**config.mk**
```make
export PLATFORM = sky130hd
export DESIGN_NAME = acr_cell
export DESIGN_NICKNAME = d
export VERILOG_FILES = /design/src/sv/acr_pkg.sv /design/src/sv/acr_cell.sv
export SDC_FILE = /design/constraint.sdc
export NUM_CORES = 1
export LEC_CHECK = 0
export BUFFER_PORTS_ARGS = -buffer_cell sky130_fd_sc_hd__buf_2
export CORE_ASPECT_RATIO = 2
export CORE_MARGIN = 2
export CORE_UTILIZATION = 50
export DETAILED_ROUTE_END_ITERATION = 10
export HOLD_SLACK_MARGIN = 0.05
export PLACE_DENSITY = 0.69
export SYNTH_ARGS = -nofsm -noshare
export SYNTH_HDL_FRONTEND = slang
export SYNTH_SLANG_ARGS = --single-unit
```
**constraint.sdc**
```tcl
create_clock -name aclk -period 21.2 [get_ports aclk]
set_input_delay 2.12 -clock aclk [delete_from_list [all_inputs] [get_ports aclk]]
set_output_delay 2.12 -clock aclk [all_outputs]
set_load 0.02 [all_outputs]
```
**src/sv/acr_pkg.sv**
```systemverilog
// Shared constants, types and helpers for the block autocorrelation engine.
// No dependencies; imported by acr_cell and block_autocorrelation.
`default_nettype none

package acr_pkg;

    localparam int MAX_LAGS  = 16;
    localparam int MAX_OUT   = (MAX_LAGS < 16) ? MAX_LAGS : 16;
    localparam int CNT_W     = $clog2(MAX_OUT + 1);
    localparam int SAMPLE_W  = 16;
    localparam int PROD_W    = 2 * SAMPLE_W;
    localparam int ACC_W     = 48;
    localparam int NLAGS_W   = 5;
    localparam int IDX_W     = 4;
    localparam int S_TDATA_W = 16;
    localparam int M_TDATA_W = 56;
    localparam logic [NLAGS_W-1:0] NLAGS_RESET = NLAGS_W'(16);

    typedef struct packed {
        logic accept;
        logic clear_taps;
        logic add;
        logic load;
        logic shift_out;
    } acr_ctl_t;

    function automatic logic [CNT_W-1:0] lag_count(input logic [NLAGS_W-1:0] n);
        logic [CNT_W-1:0] c;
        if (n == '0) begin
            c = CNT_W'(1);
        end else if (32'(n) > MAX_OUT) begin
            c = CNT_W'(MAX_OUT);
        end else begin
            c = CNT_W'(n);
        end
        return c;
    endfunction

endpackage

`default_nettype wire

```
**src/sv/acr_cell.sv**
```systemverilog
// One lag cell: delay tap, registered product, saturating accumulator, drain register.
// Depends on acr_pkg.
`default_nettype none

module acr_cell
    import acr_pkg::*;
(
    input  wire logic                       aclk,
    input  wire logic                       aresetn,
    input  wire acr_ctl_t                   ctl,
    input  wire logic signed [SAMPLE_W-1:0] sample,
    input  wire logic signed [SAMPLE_W-1:0] tap_in,
    output logic signed [SAMPLE_W-1:0]      tap_out,
    input  wire logic        [ACC_W-1:0]    shadow_in,
    output logic             [ACC_W-1:0]    shadow_out
);

    logic signed [SAMPLE_W-1:0] tap_reg;
    logic signed [PROD_W-1:0]   prod_reg;
    logic signed [ACC_W-1:0]    acc_reg;
    logic        [ACC_W-1:0]    shadow_reg;
    logic signed [ACC_W:0]      sum_wide;
    logic signed [ACC_W-1:0]    sum_sat;

    always_comb begin
        sum_wide = {acc_reg[ACC_W-1], acc_reg} + (ACC_W+1)'(prod_reg);
        if (sum_wide[ACC_W] != sum_wide[ACC_W-1]) begin
            sum_sat = sum_wide[ACC_W] ? {1'b1, {(ACC_W-1){1'b0}}} : {1'b0, {(ACC_W-1){1'b1}}};
        end else begin
            sum_sat = sum_wide[ACC_W-1:0];
        end
    end

    always_ff @(posedge aclk) begin
        if (!aresetn) begin
            tap_reg <= '0;
            acc_reg <= '0;
        end else begin
            if (ctl.accept) begin
                tap_reg <= ctl.clear_taps ? '0 : tap_in;
            end
            if (ctl.add) begin
                acc_reg <= ctl.load ? '0 : sum_sat;
            end
        end
    end

    always_ff @(posedge aclk) begin
        if (ctl.accept) begin
            prod_reg <= sample * tap_in;
        end
        if (ctl.add && ctl.load) begin
            shadow_reg <= sum_sat;
        end else if (ctl.shift_out) begin
            shadow_reg <= shadow_in;
        end
    end

    assign tap_out    = tap_reg;
    assign shadow_out = shadow_reg;

endmodule

`default_nettype wire

```
==> out/metrics.csv, run 1 <==
metric,value,unit
Die H,273.4,µm
most frequent cell after synthesis,inv_1,
Slew Limit Fails,0,
M1 WL,16990,µm
Least-Margin Pin Slew,1261,ps
Tcrit/Tclk final,39.27,%
GP Congestion,0.9825,
post-CTS sizing,0,
Post-Synthesis Cells,1997,
Max Used Layer,met4,
initial core utilization,50.69,%
First-pass DRT Iterations,5,
first-pass GRT wire length,83250,µm
syn_nets,2477,
Synth cell types,63,
post-route minimum period,8326,ps
design area,0.01974,mm²
internal reg-to-reg setup slack,16390,ps
vias,14410,
nets,2565,
largest area contributor in the netlist,fa_1,
sequential area share after synthesis,20.30,%
# IOs,151,
Placed Area,0.01916,mm²
Worst-Skew Late Latency,440,ps
Max-slew headroom,15.74,%
post-route ant nets,0,
"Setup violations, final",0,
Clock Tree Buf Depth,2,
clk sink count,144,
clk_skew,13.05,ps
via/cell ratio,5.654,
Hold Crit Class,register to register,
final std cells w/o fill,2548,
GRT Total Usage,28.30,%
Post-synth ARST share,0,%
Iter 0 DRT Violations,781,
initial antenna violation count,0,
outcome,"complete, no violations",
drc violations,0,
Ys Warns,0,
Post-synth EDFFs,80,
CTS tree,built,
Port Buf Inserts,150,
CP Launch Type,input port,
predominant post-synthesis flop cell,edfxtp_1,
per-cell routed wire length,20.46,µm
critical path data required time,21390,ps
postcts setup bufs,0,
highest clock rate,0.1201,GHz
clock transition at the registers of the reported paths,60,ps
placed cells,2516,
Die ar.,0.03793,mm²
H-tree lvl count,4,
Layout area overhead,8.755,%
TritonCTS Buffers,17,
met3 WL,1980,µm
CP Capture Type,register,
CP endpoint,prod_reg[28],
hold_buf cts,0,
Synth area leaders,"fa_1 29%, edfxtp_1 13%, ha_1 9.0%, dfxtp_1 7.1%, inv_1 6.7%",
number of synthesized register bits,144,
CP startpoint,tap_in[1],
Max-cap violations,0,
RSZ-0062 raised after global routing,false,
post-route setup TNS,0,ps
Met2 Routed Length,28810,µm
synthesized area,0.01815,mm²
top-area cell type share of the netlist area,29.01,%
core region area,0.03580,mm²
Die Width,138.7,µm
crit-path max FO,17,
final global-route overflow total,0,
Avg Inst Size Synth,9.089,µm²
"top cells by count, synth","325 x inv_1, 267 x nand2_1, 263 x fa_1, 149 x and2_1, 130 x ha_1",
clk root buf,clkbuf_16,
HPWL after DPL,42770,µm
reg2reg start,prod_reg[1],
num rows,98,
Hold Fails Final Rpt,0,
share of cells above drive strength 1,10.63,%
vias in the first global route,15800,
Antenna Cells,0,
final WL,52130,µm
WS Path Type,input port to register,
R2R Path End,shadow_out[20],
largest net degree at the start of global routing,65,
crit path DAT,8510,ps
R2R cell count,11,
cell families after synthesis:
| kind of cell | Yosys count | share of synthesized area, % |
|---|---|---|
| compound gates | 362 | 12.64 |
| xor+xnor | 76 | 3.667 |
| fa+ha+maj | 393 | 37.97 |
| buf+inv | 414 | 8.810 |
| flops | 144 | 20.30 |
| mux | 1 | 0.06204 |
| simple gates | 607 | 16.56 |
per-layer routing:
metal  GRT usage [%]  vias to the layer above
li1                -                     6663
met1           26.75                     7100
met2           55.15                      443
met3           3.534                      200
met4           20.63                        0
met5               0                        -
metrics by stage:
step	worst slack, ps	util (%)	hold slack (ps)
3_3_place_gp	12470	53.50	438.8
5_1_grt	12660	55.13	475.8
3_5_place_dp	12360	53.50	449.6
6_report	12870	55.13	457.8
2_1_floorplan	13100	-	429.1
4_1_cts	12850	55.13	459.3
placed cells by master (no fill, tap or decap), types with 13 or more instances in the layout:
master,n
a211oi_1,13
a21o_1,28
a21oi_1,77
and2_1,149
buf_2,150
clkbuf_16,17
dfxtp_1,64
edfxtp_1,80
fa_1,263
ha_1,130
inv_1,325
nand2_1,267
nand4_1,19
nor2_1,54
nor3_1,43
nor3_2,14
o21a_1,13
o21ai_0,104
o21ai_1,31
o22ai_1,17
xnor2_1,51
xor2_1,25
area by class of cell:
type / instances / area [µm²]
Fill cell: 3274 / 16070
Clock inverter: 14 / 153.9
Tap cell: 450 / 563.0
Sequential cell: 144 / 3684
Timing Repair Buffer: 158 / 810.8
Inverter: 325 / 1220
Multi-Input combinational cell: 1439 / 12880
Clock buffer: 18 / 429.2
worst min path at each step:
| stage | startpoint | to | cells past startpoint |
|---|---|---|---|
| after global placement | acc_reg[18] | acc_reg[18] | 2 |
| final | acc_reg[37] | acc_reg[37] | 2 |
| after CTS | acc_reg[37] | acc_reg[37] | 2 |
| after floorplan | acc_reg[10] | acc_reg[10] | 2 |
| after global routing | acc_reg[37] | acc_reg[37] | 2 |
| after detailed placement | acc_reg[20] | acc_reg[20] | 2 |
critical path, cell delays in order:
cell       delay (ps)
buf_2             300
nand2_1           130
fa_1              520
fa_1              520
fa_1              520
inv_1              50
fa_1              480
fa_1              500
inv_1              50
fa_1              470
inv_1              40
ha_1              340
a21o_1            220
a2111oi_0         750
buf_4             240
nor3_1             80
o41a_1            440
a221oi_2          390
o21ai_0           190
xnor2_1           150
Power of run 1 is left out: the tool's default activity adds up to more than one toggle a clock period on the data nets, which glitch-free logic cannot reach.
==> run 2, diff against run 1 <==
--- a/config.mk
+++ b/config.mk
@@ -5,13 +5,14 @@
 export SDC_FILE = /design/constraint.sdc
 export NUM_CORES = 1
 export LEC_CHECK = 0
+export ABC_AREA = 1
 export BUFFER_PORTS_ARGS = -buffer_cell sky130_fd_sc_hd__buf_2
 export CORE_ASPECT_RATIO = 2
 export CORE_MARGIN = 2
 export CORE_UTILIZATION = 50
 export DETAILED_ROUTE_END_ITERATION = 10
 export HOLD_SLACK_MARGIN = 0.05
-export PLACE_DENSITY = 0.69
+export PLACE_DENSITY = 0.68
 export SYNTH_ARGS = -nofsm -noshare
 export SYNTH_HDL_FRONTEND = slang
 export SYNTH_SLANG_ARGS = --single-unit
==> constraint.sdc (replaced) <==
create_clock -name aclk -period 8.3 [get_ports aclk]
set_input_delay 0.83 -clock aclk [delete_from_list [all_inputs] [get_ports aclk]]
set_output_delay 0.83 -clock aclk [all_outputs]
set_load 0.02 [all_outputs]
==> out/metrics.csv, run 2 <==
metric,value,unit,change
clock transition at the registers of the reported paths,60,ps,about the same
vias in the first global route,18410,,+17%
Antenna Cells,0,,unchanged
CTS tree,built,,
Layout area overhead,8.234,%,
post-route minimum period,6473,ps,
critical path's largest stage delay,570,ps,-180 ps
GRT Total Usage,30.78,%,+2.5 points
post-route setup TNS,0,ps,unchanged
final global-route overflow total,0,,unchanged
Die ar.,0.04134,mm²,+9.0%
core region area,0.03931,mm²,+9.8%
"critical path, cell by cell","buf_2, nand2_1, fa_1, inv_1, fa_1, inv_1, fa_1, inv_1, fa_1, fa_1, inv_1, fa_1, inv_1, ha_1, nand2_1, inv_1, a21oi_1, o21ai_0, a21o_1, a21oi_1, o21ai_0, xor2_1",,
initial core utilization,50.42,%,-0.28 points
post-CTS sizing,0,,unchanged
post-layout util,54.57,%,-0.56 points
number of synthesized register bits,144,,unchanged
most frequent cell after synthesis,nand2_1,,
RSZ-0062 raised after global routing,false,,
WS Path Type,input port to register,,
share of cells above drive strength 1,9.826,%,-0.80 points
Clock Tree Buf Depth,2,,unchanged
critical path data required time,8480,ps,-12910 ps
Worst-Skew Late Latency,450,ps,about the same
Avg Inst Size Synth,7.422,µm²,-18%
postcts setup bufs,0,,unchanged
CP Launch Type,input port,,
sequential area share after synthesis,18.59,%,-1.7 points
Post-synth ARST share,0,%,unchanged
Slew Limit Fails,0,,unchanged
final WL,60700,µm,+16%
vias,16960,,+18%
clk root buf,clkbuf_16,,
"most common cell after layout, fill and taps aside",nand2_1,,
highest clock rate,0.1545,GHz,
crit-path max FO,17,,unchanged
per-cell routed wire length,18.49,µm,-9.6%
Hold Fails Final Rpt,0,,unchanged
predominant post-synthesis flop cell,edfxtp_1,,
Ys Warns,0,,unchanged
most frequent cells in the layout,"792 x nand2_1, 583 x inv_1, 263 x fa_1, 150 x buf_2, 142 x a21oi_1",,
"Setup violations, final",0,,unchanged
CP bufs+invs,7,,+2
clk sink count,144,,unchanged
Tcrit/Tclk final,77.98,%,
Max-slew headroom,29.31,%,+14 points
Die H,285.5,µm,+4.4%
Post-Synthesis Cells,2670,,+34%
Max-cap violations,0,,unchanged
# IOs,151,,unchanged
crit path DAT,6660,ps,-1850 ps
Port Buf Inserts,150,,unchanged
initial antenna violation count,0,,unchanged
via/cell ratio,5.166,,-8.6%
TritonCTS Buffers,17,,unchanged
internal reg-to-reg setup slack,4070,ps,-12320 ps
Post-synth EDFFs,80,,unchanged
Hold Crit Class,register to register,,
Die Width,144.8,µm,+4.4%
hold_buf cts,0,,unchanged
crit-path leading delay family,adder cells,,
H-tree lvl count,4,,unchanged
outcome,"complete, no violations",,
largest net degree at the start of global routing,81,,+25%
first-pass GRT wire length,95070,µm,+14%
Worst path slowest cell,fa_1,,
Synth cell types,38,,-40%
top-area cell type share of the netlist area,26.57,%,-2.4 points
HPWL after DPL,50850,µm,+19%
nets,3225,,+26%
drc violations,0,,unchanged
syn_nets,3150,,+27%
largest area contributor in the netlist,fa_1,,
clk_skew,15.12,ps,+2.068 ps
First-pass DRT Iterations,5,,unchanged
Fillers,3863,,+18%
Iter 0 DRT Violations,705,,-9.7%
num rows,103,,+5.1%
GP Congestion,0.9822,,about the same
post-route ant nets,0,,unchanged
Least-Margin Pin Slew,1049,ps,-211.6 ps
synthesized area,0.01982,mm²,+9.2%
Synth area leaders,"fa_1 27%, nand2_1 15%, edfxtp_1 12%, inv_1 11%, ha_1 8.2%",,
CP Capture Type,register,,
"top cells by count, synth","793 x nand2_1, 583 x inv_1, 263 x fa_1, 142 x a21oi_1, 130 x ha_1",,
run 2: stage by stage:
| step | setup slack [ps] | hold WS, ps | cells | cell area [µm²] |
|---|---|---|---|---|
| 2_1_floorplan | 2023 | 449.1 | 2670 | 19820 |
| 5_1_grt | 1601 | 490.2 | 3283 | 21450 |
| 4_1_cts | 1889 | 471.7 | 3283 | 21450 |
| 3_3_place_gp | 1492 | 456.9 | 3251 | 20870 |
| 3_5_place_dp | 1428 | 462.3 | 3251 | 20870 |
| 6_report | 1827 | 467.5 | 3283 | 21450 |
run 2: worst reg2reg max path, stage by stage, from the launching register on:
cell	delay [ps]
edfxtp_1	880
ha_1	530
a21oi_1	300
nand2_1	90
nand2_1	60
nand2_1	80
a21oi_1	570
nand3_2	190
nand2_2	120
nand2_4	60
nand2_4	490
nand2_1	400
nand3_1	140
nand2_1	60
run 2: path summary, 6_finish.rpt:
kind / startpoint / endpoint / cells past startpoint
worst min-delay path: acc_reg[11] / acc_reg[11] / 2
worst min register to register: acc_reg[11] / acc_reg[11] / 2
worst max register to register: prod_reg[31] / shadow_out[18] / 13
worst max-delay path: tap_in[7] / prod_reg[22] / 22
run 2: layer usage:
layer  global-route usage, %  routed length [µm]
met1                   26.34               18360
met2                   60.74               34650
met3                   2.996                1850
met4                   25.32                5844
met5                       0                   0
run 2: area by class of cell:
class                           instances  area, µm²  share of cell area (%)
Clock buffer                           18      429.2                   2.001
Clock inverter                         14      148.9                  0.6942
Inverter                              595       2233                   10.41
Multi-Input combinational cell       1829      13490                   62.87
Sequential cell                       144       3684                   17.17
Tap cell                              525      656.9                   3.063
Timing Repair Buffer                  158      810.8                   3.780
run 2: cells by family after synthesis:
| logic type | synth area share, % |
|---|---|
| AND/OR/NAND/NOR | 23.90 |
| buffers and inverters | 13.41 |
| adder cells (fa/ha/maj) | 34.78 |
| AO/OA/AOI/OAI | 6.276 |
| flip-flops | 18.59 |
| XOR/XNOR | 3.050 |
Power of run 2 is left out for the same reason.
